### src/sv/owbm_pkg.sv
// owbm_pkg: shared types and constants for the one-wire bus master.
// Payload structs, request codes and configuration register layout.
// No dependencies.
`timescale 1ns / 1ps
`default_nettype none

package owbm_pkg;

    localparam int unsigned TIME_BITS_DEFAULT = 10;
    localparam int unsigned NUM_CFG_REGS      = 7;
    localparam int unsigned CFG_ADDR_BITS     = 3;
    localparam int unsigned CFG_FIELD_MASK    = 1023;

    localparam logic [CFG_ADDR_BITS-1:0] CFG_RESET_LOW     = 3'd0;
    localparam logic [CFG_ADDR_BITS-1:0] CFG_PRESENCE_WAIT = 3'd1;
    localparam logic [CFG_ADDR_BITS-1:0] CFG_RESET_TAIL    = 3'd2;
    localparam logic [CFG_ADDR_BITS-1:0] CFG_WRITE_ONE_LOW = 3'd3;
    localparam logic [CFG_ADDR_BITS-1:0] CFG_WRITE_SLOT    = 3'd4;
    localparam logic [CFG_ADDR_BITS-1:0] CFG_READ_LOW      = 3'd5;
    localparam logic [CFG_ADDR_BITS-1:0] CFG_READ_TAIL     = 3'd6;

    localparam logic [9:0] CFG_DEFAULT [NUM_CFG_REGS] =
        '{10'd480, 10'd80, 10'd400, 10'd1, 10'd50, 10'd2, 10'd60};

    localparam logic [1:0] REQ_TICK  = 2'd0;
    localparam logic [1:0] REQ_RESET = 2'd1;
    localparam logic [1:0] REQ_WRITE = 2'd2;
    localparam logic [1:0] REQ_READ  = 2'd3;

    typedef struct packed {
        logic [1:0] req_type;
        logic [7:0] data_byte;
        logic       line_level;
    } owbm_in_t;

    typedef struct packed {
        logic       line_drive_low;
        logic       busy_res;
        logic       done_res;
        logic       no_device;
        logic [7:0] read_data;
    } owbm_out_t;

endpackage

`default_nettype wire

### src/sv/owbm_cfg.sv
// owbm_cfg: timing register file of the one-wire bus master.
// Seven slot-timing registers behind a plain write port.
// Depends on owbm_pkg.
`timescale 1ns / 1ps
`default_nettype none

module owbm_cfg #(
    parameter int unsigned TIME_BITS = owbm_pkg::TIME_BITS_DEFAULT
) (
    input  wire logic                                  aclk,
    input  wire logic                                  aresetn,
    input  wire logic                                  cfg_wr_en,
    input  wire logic [owbm_pkg::CFG_ADDR_BITS-1:0]    cfg_addr,
    input  wire logic [TIME_BITS-1:0]                  cfg_wdata,
    output logic [owbm_pkg::NUM_CFG_REGS-1:0][TIME_BITS-1:0] cfg_regs
);

    localparam logic [TIME_BITS-1:0] VALUE_MASK = TIME_BITS'(owbm_pkg::CFG_FIELD_MASK);

    logic [owbm_pkg::NUM_CFG_REGS-1:0][TIME_BITS-1:0] regs_reg;

    always_ff @(posedge aclk) begin
        if (!aresetn) begin
            for (int i = 0; i < int'(owbm_pkg::NUM_CFG_REGS); i++) begin
                regs_reg[i] <= TIME_BITS'(owbm_pkg::CFG_DEFAULT[i]);
            end
        end else if (cfg_wr_en && (32'(cfg_addr) < owbm_pkg::NUM_CFG_REGS)) begin
            regs_reg[cfg_addr] <= cfg_wdata & VALUE_MASK;
        end
    end

    assign cfg_regs = regs_reg;

endmodule

`default_nettype wire

### src/sv/owbm_core.sv
// owbm_core: slot sequencer of the one-wire bus master.
// Applies one tick or command per step and registers the result.
// Depends on owbm_pkg.
`timescale 1ns / 1ps
`default_nettype none

module owbm_core #(
    parameter int unsigned TIME_BITS = owbm_pkg::TIME_BITS_DEFAULT
) (
    input  wire logic                                        aclk,
    input  wire logic                                        aresetn,
    input  wire logic                                        step_en,
    input  wire owbm_pkg::owbm_in_t                          item,
    input  wire logic [owbm_pkg::NUM_CFG_REGS-1:0][TIME_BITS-1:0] cfg_regs,
    output owbm_pkg::owbm_out_t                              result
);

    typedef enum logic [3:0] {
        PH_IDLE,
        PH_RST_LOW,
        PH_RST_WAIT,
        PH_RST_TAIL,
        PH_WR_LOW,
        PH_WR_REL,
        PH_RD_LOW,
        PH_RD_SAMPLE,
        PH_RD_TAIL
    } phase_t;

    phase_t               phase_reg, phase_next;
    logic [TIME_BITS-1:0] tick_count_reg, tick_count_next;
    logic [2:0]           bit_index_reg, bit_index_next;
    logic [7:0]           shift_byte_reg, shift_byte_next;
    logic                 presence_error_reg, presence_error_next;
    logic [7:0]           last_read_reg, last_read_next;
    logic                 done_next;
    owbm_pkg::owbm_out_t  result_reg, result_next;

    logic [TIME_BITS-1:0] limit;
    logic [TIME_BITS-1:0] tick_inc;
    logic                 hit;
    logic                 wr_bit;

    assign wr_bit   = shift_byte_reg[bit_index_reg];
    assign tick_inc = tick_count_reg + TIME_BITS'(1);
    assign hit      = (tick_inc >= limit);

    always_comb begin
        unique case (phase_reg)
            PH_RST_LOW:  limit = cfg_regs[owbm_pkg::CFG_RESET_LOW];
            PH_RST_WAIT: limit = cfg_regs[owbm_pkg::CFG_PRESENCE_WAIT];
            PH_RST_TAIL: limit = cfg_regs[owbm_pkg::CFG_RESET_TAIL];
            PH_WR_LOW:   limit = wr_bit ? cfg_regs[owbm_pkg::CFG_WRITE_ONE_LOW]
                                        : cfg_regs[owbm_pkg::CFG_WRITE_SLOT];
            PH_WR_REL:   limit = cfg_regs[owbm_pkg::CFG_WRITE_SLOT];
            PH_RD_LOW:   limit = cfg_regs[owbm_pkg::CFG_READ_LOW];
            PH_RD_TAIL:  limit = cfg_regs[owbm_pkg::CFG_READ_TAIL];
            default:     limit = cfg_regs[owbm_pkg::CFG_RESET_LOW];
        endcase
    end

    always_comb begin
        phase_next          = phase_reg;
        tick_count_next     = tick_count_reg;
        bit_index_next      = bit_index_reg;
        shift_byte_next     = shift_byte_reg;
        presence_error_next = presence_error_reg;
        last_read_next      = last_read_reg;
        done_next           = 1'b0;

        if (item.req_type != owbm_pkg::REQ_TICK) begin
            if (phase_reg == PH_IDLE) begin
                tick_count_next = '0;
                bit_index_next  = '0;
                unique case (item.req_type)
                    owbm_pkg::REQ_RESET: begin
                        phase_next = PH_RST_LOW;
                    end
                    owbm_pkg::REQ_WRITE: begin
                        shift_byte_next = item.data_byte;
                        phase_next      = PH_WR_LOW;
                    end
                    default: begin
                        shift_byte_next = '0;
                        phase_next      = PH_RD_LOW;
                    end
                endcase
            end
        end else begin
            // counting phases: wrap to zero on the tick that ends the phase
            if (phase_reg != PH_IDLE && phase_reg != PH_RD_SAMPLE) begin
                tick_count_next = hit ? '0 : tick_inc;
            end
            unique case (phase_reg)
                PH_IDLE: ;
                PH_RST_LOW: begin
                    if (hit) phase_next = PH_RST_WAIT;
                end
                PH_RST_WAIT: begin
                    if (hit) begin
                        presence_error_next = item.line_level;
                        phase_next          = PH_RST_TAIL;
                    end
                end
                PH_RST_TAIL: begin
                    if (hit) begin
                        phase_next = PH_IDLE;
                        done_next  = 1'b1;
                    end
                end
                PH_WR_LOW: begin
                    if (hit) begin
                        if (wr_bit) begin
                            phase_next = PH_WR_REL;
                        end else if (bit_index_reg == 3'd7) begin
                            bit_index_next = '0;
                            phase_next     = PH_IDLE;
                            done_next      = 1'b1;
                        end else begin
                            bit_index_next = bit_index_reg + 3'd1;
                        end
                    end
                end
                PH_WR_REL: begin
                    if (hit) begin
                        if (bit_index_reg == 3'd7) begin
                            bit_index_next = '0;
                            phase_next     = PH_IDLE;
                            done_next      = 1'b1;
                        end else begin
                            bit_index_next = bit_index_reg + 3'd1;
                            phase_next     = PH_WR_LOW;
                        end
                    end
                end
                PH_RD_LOW: begin
                    if (hit) phase_next = PH_RD_SAMPLE;
                end
                PH_RD_SAMPLE: begin
                    shift_byte_next[bit_index_reg] = shift_byte_reg[bit_index_reg]
                                                     | item.line_level;
                    tick_count_next = '0;
                    phase_next      = PH_RD_TAIL;
                end
                PH_RD_TAIL: begin
                    if (hit) begin
                        if (bit_index_reg == 3'd7) begin
                            bit_index_next = '0;
                            last_read_next = shift_byte_reg;
                            phase_next     = PH_IDLE;
                            done_next      = 1'b1;
                        end else begin
                            bit_index_next = bit_index_reg + 3'd1;
                            phase_next     = PH_RD_LOW;
                        end
                    end
                end
                default: begin
                    phase_next = PH_IDLE;
                end
            endcase
        end

        result_next.line_drive_low = (phase_next == PH_RST_LOW) || (phase_next == PH_WR_LOW)
                                     || (phase_next == PH_RD_LOW);
        result_next.busy_res       = (phase_next != PH_IDLE);
        result_next.done_res       = done_next;
        result_next.no_device      = presence_error_next;
        result_next.read_data      = last_read_next;
    end

    always_ff @(posedge aclk) begin
        if (!aresetn) begin
            phase_reg          <= PH_IDLE;
            tick_count_reg     <= '0;
            bit_index_reg      <= '0;
            shift_byte_reg     <= '0;
            presence_error_reg <= 1'b0;
            last_read_reg      <= '0;
        end else if (step_en) begin
            phase_reg          <= phase_next;
            tick_count_reg     <= tick_count_next;
            bit_index_reg      <= bit_index_next;
            shift_byte_reg     <= shift_byte_next;
            presence_error_reg <= presence_error_next;
            last_read_reg      <= last_read_next;
            result_reg         <= result_next;
        end
    end

    assign result = result_reg;

endmodule

`default_nettype wire

### src/sv/one_wire_bus_master.sv
// one_wire_bus_master: top level of the one-wire bus master timing engine.
// Input register, slot sequencer, result register and handshake control.
// Depends on owbm_pkg, owbm_cfg and owbm_core.
//
// Usage:
//   s_valid/s_ready/s_data carry items: a tick (with the sampled line level)
//   or a reset, write-byte or read-byte command. All bus timing is counted in
//   tick items. m_valid/m_ready/m_data return exactly one result per item:
//   drive-low, busy, done, no-device and the last read byte.
//   Timing registers are written through cfg_wr_en/cfg_addr/cfg_wdata while
//   the block is idle; a write takes effect at the next clock edge.
// Result path: a transferred item is held in the input register, and the
//   sequencer state update then loads the result register.
// Throughput: one item per cycle while m_ready stays high; the sequencer
//   state update is the only step.
// Reset: aresetn low clears the pipeline, returns the sequencer to idle and
//   loads the default timing values.
// Stall: while m_ready is low the result register holds; one more item can
//   wait in the input register, after which s_ready drops.
`timescale 1ns / 1ps
`default_nettype none

module one_wire_bus_master #(
    parameter int unsigned TIME_BITS = owbm_pkg::TIME_BITS_DEFAULT
) (
    input  wire logic                                 aclk,
    input  wire logic                                 aresetn,
    input  wire logic                                 cfg_wr_en,
    input  wire logic [owbm_pkg::CFG_ADDR_BITS-1:0]   cfg_addr,
    input  wire logic [TIME_BITS-1:0]                 cfg_wdata,
    input  wire logic                                 s_valid,
    output logic                                      s_ready,
    input  wire owbm_pkg::owbm_in_t                   s_data,
    output logic                                      m_valid,
    input  wire logic                                 m_ready,
    output owbm_pkg::owbm_out_t                       m_data
);

    logic                 in_valid_reg;
    owbm_pkg::owbm_in_t   in_item_reg;
    logic                 out_valid_reg;
    logic                 advance;
    logic [owbm_pkg::NUM_CFG_REGS-1:0][TIME_BITS-1:0] cfg_regs;

    assign advance = in_valid_reg && (!out_valid_reg || m_ready);
    assign s_ready = !in_valid_reg || advance;
    assign m_valid = out_valid_reg;

    always_ff @(posedge aclk) begin
        if (!aresetn) begin
            in_valid_reg  <= 1'b0;
            out_valid_reg <= 1'b0;
        end else begin
            if (s_ready) begin
                in_valid_reg <= s_valid;
            end
            if (advance) begin
                out_valid_reg <= 1'b1;
            end else if (m_ready) begin
                out_valid_reg <= 1'b0;
            end
        end
    end

    always_ff @(posedge aclk) begin
        if (s_valid && s_ready) begin
            in_item_reg <= s_data;
        end
    end

    owbm_cfg #(
        .TIME_BITS (TIME_BITS)
    ) u_cfg (
        .aclk      (aclk),
        .aresetn   (aresetn),
        .cfg_wr_en (cfg_wr_en),
        .cfg_addr  (cfg_addr),
        .cfg_wdata (cfg_wdata),
        .cfg_regs  (cfg_regs)
    );

    owbm_core #(
        .TIME_BITS (TIME_BITS)
    ) u_core (
        .aclk     (aclk),
        .aresetn  (aresetn),
        .step_en  (advance),
        .item     (in_item_reg),
        .cfg_regs (cfg_regs),
        .result   (m_data)
    );

    a_advance_gives_result: assert property (@(posedge aclk) disable iff (!aresetn)
        advance |=> m_valid)
        else $error("result missing after state update");

    a_done_not_busy: assert property (@(posedge aclk) disable iff (!aresetn)
        (m_valid && m_data.done_res) |-> !m_data.busy_res)
        else $error("done reported while still busy");

    a_drive_only_busy: assert property (@(posedge aclk) disable iff (!aresetn)
        (m_valid && m_data.line_drive_low) |-> m_data.busy_res)
        else $error("line driven low while idle");

    a_empty_input_ready: assert property (@(posedge aclk) disable iff (!aresetn)
        !in_valid_reg |-> s_ready)
        else $error("input stalled with empty input register");

endmodule

`default_nettype wire
### config.mk
export PLATFORM = sky130hd
export DESIGN_NAME = one_wire_bus_master
export DESIGN_NICKNAME = d
export VERILOG_FILES = /design/src/sv/owbm_pkg.sv /design/src/sv/owbm_cfg.sv /design/src/sv/owbm_core.sv /design/src/sv/one_wire_bus_master.sv
export SDC_FILE = /design/constraint.sdc
export NUM_CORES = 1
export LEC_CHECK = 0
export BUFFER_PORTS_ARGS = -buffer_cell sky130_fd_sc_hd__buf_4
export CAP_MARGIN = 20
export CORE_MARGIN = 2
export CORE_UTILIZATION = 60
export DETAILED_ROUTE_END_ITERATION = 6
export PLACE_DENSITY = 0.79
export SYNTH_ARGS = -nofsm -noshare
export SYNTH_HDL_FRONTEND = slang
export SYNTH_SLANG_ARGS = --single-unit
### constraint.sdc
create_clock -name aclk -period 7.5 [get_ports aclk]
set_clock_uncertainty 0.05 [all_clocks]
set_input_delay 1.125 -clock aclk [delete_from_list [all_inputs] [get_ports aclk]]
set_output_delay 1.125 -clock aclk [all_outputs]
set_load 0.03 [all_outputs]
# Word-level counts from Yosys, hierarchy flattened
# Cells that the tools add are included.
[word_totals]
regBits = 129
latchBits = 0
ram_bits = 0
mem_bits_ro = 0
out_inout_bits = 14
elab_cells = 133
n_memories = 0
[op_classes]
n_addsub = 2
mul = 0
n_div = 0
magnitude_cmp = 6
eq_ne = 20
shifts = 0
mux = 56
n_bitwise = 1
n_reduce_logical = 25
[op_table]
columns = ["op", "count"]
rows = [
  ["$bwmux W70", 1],
  ["$mux W10", 7],
  ["$pmux W10 S6", 1],
  ["$mux W8", 7],
  ["$mux W4", 11],
  ["$pmux W4 S9", 1],
  ["$demux W10 S3", 1],
  ["$eq A4 B3 Y1 const B", 6],
  ["$mux W3", 8],
  ["$pmux W8 S2", 1],
  ["$mux W1", 12],
  ["$pmux W3 S2", 2],
  ["$add A10 B1 Y10 const B", 1],
  ["$ge A10 B10 Y1", 1],
  ["$bwmux W8", 1],
  ["$eq A4 B1 Y1 const B", 2],
  ["$eq A4 B2 Y1 const B", 2],
  ["$lt A3 B4 Y1 const B", 2],
  ["$reduce_bool A4 Y1", 2],
  ["$ge A3 B1 Y1 const B", 2],
  ["$logic_and A1 B1 Y1", 6],
  ["$ne A3 B1 Y1 const B", 2],
  ["$reduce_and A6 Y1", 1],
  ["$reduce_bool A2 Y1", 3],
  ["other kinds (21)", 27],
]

# Logic depth before layout (Yosys ltp)
# Gate-level depths: netlist of the first run.
[depth]
depth_word = 11
ltp_mapped = 18
depth_no_buf = 15

# By module
# A second synthesis of the first run with hierarchy kept.
[unflattened]
cells_unflattened = 673
hier_area_um2 = 6566.3
[by_module_without_submodules]
columns = ["mod", "instances", "cells_each", "area_each_um2"]
rows = [
  ["owbm_core", 1, 393, 3415.8],
  ["owbm_cfg", 1, 260, 2716.4],
  ["one_wire_bus_master", 1, 20, 434.2],
]

# Worst setup path after synthesis of the first run
# OpenSTA, ideal clock, no wires.
[synth_timing]
kind = "register to register"
startpoint = "reg u_core.bit_index_reg[0]"
endpoint = "reg u_core.result_reg (netlist bit u_core.result[10]), data pin"
setup_time_ns = 0.265
arrival_time_ns = 4.192
slack_ns = 2.993
path_stages_with_launch = 17
n_path_buf = 3
period_less_slack_ns = 4.507
cell_sequence = "dfxtp_1 -> clkbuf_1 -> mux2i_1 -> o22ai_1 -> or3_1 -> a21boi_1 -> a221o_1 -> mux2i_1 -> ha_1 -> a21oi_1 -> a211oi_1 -> or3_1 -> clkbuf_1 -> or2_1 -> clkbuf_1 -> a311o_1 -> or3_1"
[synth_rtl]
columns = ["element", "line_no", "source"]
rows = [
  ["start: declaration", "owbm_core.sv:32", "logic [2:0] bit_index_reg, bit_index_next;"],
  ["start signal: assignment", "owbm_core.sv:183", "bit_index_reg <= bit_index_next;"],
  ["end signal: assignment", "owbm_core.sv:187", "result_reg <= result_next;"],
  ["end: declaration", "owbm_core.sv:37", "owbm_pkg::owbm_out_t result_reg, result_next;"],
]

# Worst setup path after layout of the first run
[layout_timing]
startpoint = "reg u_core.bit_index_reg[0]"
endpoint = "reg u_core.last_read_reg[2]"
[layout_between]
elab_chain_len = 8
[layout_rtl]
columns = ["element", "line_no", "source"]
rows = [
  ["$bmux W1 S3", "owbm_core.sv:44", "assign wr_bit = shift_byte_reg[bit_index_reg];"],
  ["$mux W1 (not written as such)", "owbm_core.sv:44", ""],
  ["$mux W10", "owbm_core.sv:53", "PH_WR_LOW: limit = wr_bit ? cfg_regs[owbm_pkg::CFG_WRITE_ONE_LOW]"],
  ["$pmux W10 S6", "owbm_core.sv:49", "unique case (phase_reg)"],
  ["$ge A10 B10 Y1", "owbm_core.sv:46", "assign hit = (tick_inc >= limit);"],
  ["$mux W8 *", "owbm_core.sv:146", "if (hit) begin"],
  ["$mux W8 *", "owbm_core.sv:94", "unique case (phase_reg)"],
  ["$mux W8 *", "owbm_core.sv:71", "if (item.req_type != owbm_pkg::REQ_TICK) begin"],
  ["end signal: assignment", "owbm_core.sv:186", "last_read_reg <= last_read_next;"],
  ["end: declaration", "owbm_core.sv:35", "logic [7:0] last_read_reg, last_read_next;"],
]
# Every way passes the cells marked *; elsewhere a longest branch is shown, timed or not. The select of a mux whose other input is x is not followed.
# A chain may end at the register's enable or synchronous reset.

==> impl_metrics.toml, run 1 <==
[power]
power_density_nw_per_um2 = 244
p_leak_nw = 2.78
vdd.ir_drop.worst_mv = 0.171
p_total_mw = 1.75

[final_layout]
final-seq-area_um2 = 2810
synthToLayoutAreaGrowth_pct = 15.5
largest_register_ffs = 70
nFillCells = 805
finalNetCount = 807
diodes = 0
multi_input_area_um2 = 3200
drive_gt1_share_pct = 12.1

[sta]
min_period_ps = 5100
drv_slew = 0
slew_headroom_pct = 36.3
worstMarginPinSlew_ps = 952
hold_violations = 0
setup_tns_ps = 0
post-route-period-util_pct = 68.0
finalSetupViolCount = 0
fmax_ghz = 0.196
whs_ps = 404
rsz0062_at_grt = "false"

[run_status]
status = "finished clean"

[drt]
firstDrtPassIters = 6
drc = 0
drt-total-wl_um = 15600
drt-initial-drc-count = 620
ant_nets = 0
num_vias = 5467
viasPerCell = 6.01
routedWlPerCell_um = 17.2

[yosys]
synth_edf_count = 23
synth_area_um2 = 6230
synthCells = 734
syn_area_per_cell_um2 = 8.49
yosysUniqueCellTypes = 52
netlist.area_leader.share_pct = 34.1
ys_ff_latch = 129
ys_seq_area_share_pct = 45.1
netlist_top_cells_count = "171 x nand2_1, 106 x dfxtp_1, 81 x a21oi_1"
synth_area_leaders = "dfxtp_1 34%, edfxtp_1 11%, nand2_1 10%"
syn_nets = 780
synth_ff_type = "dfxtp_1"
async_flop_share_pct = 0
synth_area_leader_cell = "dfxtp_1"
yosysWarnings = 0
synth_most_common_cell = "nand2_1"

[worst_setup_path]
critPathLaunch = "u_core.bit_index_reg[0]"
critPathLaunchType = "register"
crit_arrival_ps = 5430
end_kind = "register"
crit_fanout = 12
crit-reg2reg-launch = "u_core.bit_index_reg[0]"
required_ps = 7830
critPathKind = "reg -> reg"

[run]
drv_cap = 0

[clock_network]
cts_setup_buffers = 0
clk_pin_slew_ps = 60
cts_sinks = 129
clk_latency_ps = 520
clk_root_buffer_cell = "clkbuf_8"
cts_made_buffers = 17
clk_path_buf_depth = 2
cts_max_level = 4
cts_tree = "built"
hold_buffers = 0
cts_resized = 0

[worst_hold_path]
hold_path.class = "reg -> reg"
min_from = "u_cfg.cfg_regs[15]"

[global_routing]
grt_pass1_vias = 5150
gr-usage-met3_pct = 6.74
antenna_found_initial = 0
grtUsageMet1_pct = 41.4
grt-busiest-layer = "met2"
grt_max_degree = 88
grt.overflow.total = 0
grt_pass1_wl_um = 25900
use_met2_pct = 44.2
grt_usage_pct = 29.1

[placed_design]
dp_hpwl_um = 10600
portBuffers = 42
gp_congestion = 0.961

[die]
coreArea_um2 = 10200
fp.dieW_um = 106
num_rows = 37
ios = 43
die_area_um2 = 11200
die_h_um = 106
start_util_pct = 61.2
==> per-stage QoR <==
| step | setup slack, ps | instances | instance area, um2 | util (%) |
|---|---|---|---|---|
| CTS | 2430 | 908 | 7190 | 70.6 |
| finish | 2400 | 910 | 7200 | 70.7 |
| detailed placement | 2480 | 876 | 6580 | 64.6 |
| global placement | 2650 | 874 | 6560 | 64.4 |
| floorplan | 2990 | 734 | 6230 | - |
| global route | 1990 | 910 | 7200 | 70.7 |
==> power breakdown <==
group	internal (mW)	switching, mW	total (mW)	leakage [nW]
clock network	0.539	0.303	0.842	0.295
registers	0.725	0.0184	0.744	1.08
logic	0.0653	0.102	0.168	1.41
==> logic make-up (layout without fill, tap and decap cells) <==
logic type | after synthesis | count (layout) | synth area share, %
AOI/OAI and AO/OA | 160 | 160 | 16.3
xor gates and xnor gates | 9 | 9 | 1.27
adders and majority gates | 17 | 17 | 3.41
buffers and inverters | 51 | 91 | 3.47
DFF | 129 | 129 | 45.1
muxes | 44 | 44 | 7.25
and+or+nand+nor | 324 | 324 | 23.1
==> path summary, 6_finish.rpt <==
path	end	slack [ps]	cells past startpoint
setup reg to reg	u_core.last_read_reg[2]	2400	13
setup / recovery	u_core.last_read_reg[2]	2400	13
hold reg to reg	u_cfg.cfg_regs[15]	400	2
hold / removal	u_cfg.cfg_regs[15]	400	2
==> worst max-delay path, cell delays in order, from the launching register on <==
cell	delay [ps]
dfxtp_1	630
mux2i_1	260
o22ai_1	130
or3_1	440
a21boi_1	640
a221o_1	250
mux2i_1	90
ha_1	340
a41oi_1	130
a211oi_1	800
or2_1	350
nand3_1	430
mux2i_1	340
nor2_1	60
==> area by class of cell <==
cell class	instances	area share, %
multi-input cells	554	44.5
flip-flops and latches	129	39.1
clock buffers	25	7.18
repair buffers	49	5.08
well taps	136	2.36
clock inverters	7	1.30
inverters	10	0.521
==> metal layers <==
layer  up-vias  wire length, um
met5         -                0
met4         0              162
met3        17             1180
met2       239             7030
met1      2565             7260
li1       2646                -
==> placed cells by master, fill, tap and decap left out, types with 4 or more instances in the layout <==
cell | synthesis | layout
nand2_1 | 171 | 171
dfxtp_1 | 106 | 106
a21oi_1 | 81 | 81
nor2_1 | 57 | 57
buf_4 | 0 | 47
mux2i_1 | 35 | 35
nand3_1 | 31 | 31
edfxtp_1 | 23 | 23
a221o_1 | 19 | 19
clkbuf_16 | 0 | 18
ha_1 | 17 | 17
o21ai_0 | 16 | 16
nand2b_1 | 15 | 15
nor3_1 | 13 | 13
nor2b_1 | 10 | 10
inv_1 | 9 | 9
a211oi_1 | 9 | 9
mux2_2 | 9 | 9
a311oi_1 | 9 | 9
xnor2_1 | 7 | 7
and3_1 | 6 | 6
or3_1 | 5 | 5
o21ai_1 | 4 | 4
clkbuf_8 | 0 | 4
(Power assumes the default switching activity.)
==> run 2, diff against run 1 <==
clock period = 4.9 ns   (was 7.5 ns; I/O delays follow)
==> run 2 against run 1 <==
- combinational power rose by 58%
- register-to-register slack worse by 2100 ps
- total power rose by 51%
- final area increased by 0.38%
- highest routed layer unchanged
==> impl_metrics.toml, run 2 (synthesized netlist as in run 1, its figures left out) <==
[power]
p_total_mw = 2.65
vdd.ir_drop.worst_mv = 0.332
p_leak_nw = 2.80
power_density_nw_per_um2 = 367

[global_routing]
antenna_found_initial = 0
grt_max_degree = 88
grt_pass1_vias = 5170
grt.overflow.total = 0
grt_usage_pct = 28.8
grt_pass1_wl_um = 25300

[drt]
firstDrtPassIters = 6
drt-total-wl_um = 15500
drt-initial-drc-count = 644
ant_nets = 0
num_vias = 5463
viasPerCell = 5.96
drc = 0
routedWlPerCell_um = 17.0

[die]
die_area_um2 = 11200
start_util_pct = 61.2
ios = 43
die_h_um = 106
num_rows = 37
coreArea_um2 = 10200
fp.dieW_um = 106

[worst_setup_path]
critPathKind = "reg -> reg"
end_kind = "register"
critPathLaunchType = "register"
required_ps = 5140
crit_arrival_ps = 4830
regToRegSetupSlack_ps = 300
crit_fanout = 14

[placed_design]
portBuffers = 42
dpl_worst_slack_ps = 414
gp_congestion = 1.04
dp_hpwl_um = 10600

[final_layout]
finalNetCount = 813
layout_commonest_cell = "nand2_1"
largest_register_ffs = 70
diodes = 0
drive_gt1_share_pct = 13.1
synthToLayoutAreaGrowth_pct = 16.0
mostFrequentLayoutCells = "171 x nand2_1, 106 x dfxtp_1, 81 x a21oi_1"

[clock_network]
clk_root_buffer_cell = "clkbuf_8"
cts_sinks = 129
clk_latency_ps = 540
cts_max_level = 4
hold_buffers = 0
cts_made_buffers = 17
cts_setup_buffers = 0
clk_path_buf_depth = 2
cts_resized = 0
cts_tree = "built"
clk_pin_slew_ps = 60

[sta]
finalSetupViolCount = 0
min_period_ps = 4600
drv_slew = 0
fmax_ghz = 0.218
hold_violations = 0
fin_ws_ps = 303
worstMarginPinSlew_ps = 976
setup_tns_ps = 0
post-route-period-util_pct = 93.8
rsz0062_at_grt = "false"
slew_headroom_pct = 34.7

[worst_hold_path]
hold_path.class = "in -> reg"

[run]
drv_cap = 0

[run_status]
status = "finished clean"
## run 2: final timing paths
path / from / end / cells past startpoint
max: u_core.phase_reg[0] / u_core.result[10] / 13
min: s_data[1] / in_item_reg[1] / 1
max reg2reg: u_core.phase_reg[0] / u_core.result[10] / 13
min reg2reg: u_cfg.cfg_regs[59] / u_cfg.cfg_regs[59] / 2
## run 2: metrics by stage
| step | utilization (%) | instances | hold slack [ps] | area, um2 |
|---|---|---|---|---|
| finish | 70.9 | 916 | 320 | 7230 |
| global route | 70.9 | 916 | 298 | 7230 |
| CTS | 70.8 | 914 | 297 | 7210 |
| detailed placement | 65.0 | 882 | 397 | 6620 |
| global placement | 64.9 | 881 | 392 | 6610 |
| floorplan | - | 734 | 386 | 6230 |
## run 2: layout make-up
cell class	instances	area, um2
clock buffer	21	470
clock inverter	11	123
fill	809	2960
inverter	10	37.5
multi-input combinational	554	3200
sequential	129	2810
tap	136	170
timing repair buffer	55	410
## run 2: routing by layer
metal  up-vias  part of all wire [%]  GRT usage [%]
met5         -                     0              0
met4         0                   1.5           10.2
met3        23                   8.6           8.46
met2       216                    45           43.5
met1      2567                    45           39.6
li1       2657                     -              -
## run 2: report_power, final
group          switching [mW]  total (mW)  internal [mW]
clock                   0.473        1.26          0.782
combinational           0.162       0.265          0.103
sequential             0.0234        1.13           1.11
## run 2: critical path, stage by stage, from the launching register on
cell and delay [ps]:
dfxtp_1 690, nor2_1 160, nand2_1 400, nor2_1 110
a221o_1 290, a221o_1 260, mux2i_1 170, ha_1 280
a211oi_1 270, nor2_1 100, or3_1 450, or2_1 370
a311o_1 400, or3_1 350
==> run 3, diff against run 2 <==
--- a/config.mk
+++ b/config.mk
@@ -10,5 +10,4 @@
 export CORE_MARGIN = 2
-export CORE_UTILIZATION = 60
+export CORE_UTILIZATION = 40
 export DETAILED_ROUTE_END_ITERATION = 6
-export PLACE_DENSITY = 0.79
 export SYNTH_ARGS = -nofsm -noshare
==> constraint.sdc (replaced) <==
create_clock -name aclk -period 5.4 [get_ports aclk]
set_clock_uncertainty 0.05 [all_clocks]
set_input_delay 0.54 -clock aclk [delete_from_list [all_inputs] [get_ports aclk]]
set_output_delay 0.54 -clock aclk [all_outputs]
set_load 0.03 [all_outputs]
==> run 3 against run 2 <==
- final area rose by 0.62%
- first-iteration DRC count decreased by 41%
- utilization fell by 23 points
- worst hold slack got worse by 70 ps
- sequential power down 9%
- clock power shrank 9.5%
- highest routed layer unchanged
==> impl_metrics.toml, run 3 (synthesized netlist as in run 1, its figures left out) <==
[run_status]
status = "finished clean"

[worst_setup_path]
critPathTopFamily = "simple AND/OR/NAND/NOR gates"
crit_arrival_ps = 4670
critPathKind = "reg -> reg"
end_kind = "register"
crit_fanout = 12
r2r_end = "u_core.result[10]"
r2r_cells = 14
path_buf_inv = 1
required_ps = 5510
slowest_stage = "dfxtp_1"
critPathLaunchType = "register"
crit-reg2reg-launch = "u_core.bit_index_reg[0]"
cp_cell_sequence = "mux2i_1 -> o22ai_1 -> or3_1 -> a21boi_1 -> buf_4 -> a221o_1 -> mux2i_1 -> ha_1 -> a21oi_1 -> a211oi_1 -> or3_1 -> or2_1 -> a311o_1 -> or3_1"
regToRegSetupSlack_ps = 840
cp_common_cell = "or3_1"
cpPeakStageDelay_ps = 600

[drt]
routed-wl-met2_um = 7680
num_vias = 5391
drt-total-wl_um = 16100
dr_wl_met3_um = 769
met1_length_um = 7340
drc = 0
firstDrtPassIters = 5
ant_nets = 0
drt-initial-drc-count = 378
top_layer = "met4"
routedWlPerCell_um = 16.7
viasPerCell = 5.59

[sta]
rsz0062_at_grt = "false"
post-route-period-util_pct = 84.4
slew_headroom_pct = 34.6
worstMarginPinSlew_ps = 977
finalSetupViolCount = 0
hold_violations = 0
setup_tns_ps = 0
min_period_ps = 4560
whs_ps = 250
fmax_ghz = 0.219
drv_slew = 0

[placed_design]
portBuffers = 42
dp_hpwl_um = 11200
gp_congestion = 0.907

[power]
p_sw_mw = 0.589
p_int_mw = 1.82
pwr-share-comb_pct = 9.7
seq_power_share_pct = 42.9
swShare_pct = 24.5
p_leak_nw = 2.79
vdd.ir_drop.worst_mv = 0.310
clkPwrFrac_pct = 47.4
power_density_nw_per_um2 = 331

[final_layout]
largest_register_ffs = 70
diodes = 0
multi_input_area_um2 = 3200
mostFrequentLayoutCells = "171 x nand2_1, 106 x dfxtp_1, 81 x a21oi_1"
finalNetCount = 810
layout_commonest_cell = "nand2_1"
final-seq-area_um2 = 2810
synthToLayoutAreaGrowth_pct = 16.7
nFillCells = 1477
drive_gt1_share_pct = 12.6

[global_routing]
grt.overflow.total = 0
grt_pass1_wl_um = 25700
antenna_found_initial = 0
grt_usage_pct = 19.9
grt_max_degree = 88
grt_pass1_vias = 5096

[clock_network]
cts_tree = "built"
clk_path_buf_depth = 2
clk_pin_slew_ps = 50
cts_setup_buffers = 0
cts_resized = 0
clk_root_buffer_cell = "clkbuf_16"
cts_made_buffers = 17
cts_sinks = 129
hold_buffers = 0
clk_latency_ps = 420
cts_max_level = 4

[die]
die_area_um2 = 16600
coreArea_um2 = 15200
num_rows = 45
fp.dieW_um = 129
die_h_um = 129
ios = 43
start_util_pct = 41.0

[worst_hold_path]
whs_endpoint = "in_item_reg[9]"
hold_path.class = "in -> reg"
min_from = "s_data[9]"
holdPathStages = 1

[run]
drv_cap = 0
run 3: changes by cell type in the layout (fill, tap and decap cells not counted), sizes merged:
cell / previous run / this run
inv: 14 / 13
buf: 53 / 52
clkinvlp: 3 / 1
clkinv: 2 / 5
clkbuf: 23 / 20
run 3: worst max path at each step:
| stage | startpoint | end | depth (start not counted) |
|---|---|---|---|
| finish | u_core.bit_index_reg[0] | u_core.result[10] | 14 |
| global route | u_core.bit_index_reg[0] | u_core.result[10] | 14 |
| CTS | u_core.bit_index_reg[0] | u_core.result[10] | 14 |
| detailed placement | u_core.bit_index_reg[0] | u_core.result[10] | 12 |
| global placement | u_core.phase_reg[3] | u_core.result[10] | 13 |
| floorplan | u_core.bit_index_reg[0] | u_core.result[10] | 16 |
run 3: layout make-up:
class	count	share of cell area [%]
timing repair buffer	52	5.33
sequential	129	38.7
tap	188	3.24
clock buffer	20	6.44
multi-input combinational	554	44.0
inverter	10	0.516
clock inverter	11	1.76
run 3: metal layers:
metal / track usage, % / vias up
met3: 4.24 / 18
met4: 7.54 / 0
met1: 25.7 / 2563
met5: 0 / -
li1: - / 2658
met2: 32.9 / 152
run 3: per-stage QoR:
step           cell area, um2  instances  total power, mW  worst slack [ps]  utilization, %
6_report                 7270        964             2.41               842            47.8
5_1_grt                  7270        964             2.50               552            47.8
4_1_cts                  7270        963             2.43               883            47.8
3_5_place_dp             6670        932             1.28               903            43.9
3_3_place_gp             6670        932             1.28              1020            43.9
2_1_floorplan            6230        734             1.21               893               -
run 3: power groups by stage:
stage / clock network, mW / logic, mW / registers [mW]
finish: 1.14 / 0.233 / 1.03
CTS: 1.16 / 0.233 / 1.03
global route: 1.21 / 0.256 / 1.04
global placement: 0 / 0.228 / 1.05
floorplan: 0 / 0.161 / 1.05
detailed placement: 0 / 0.232 / 1.05
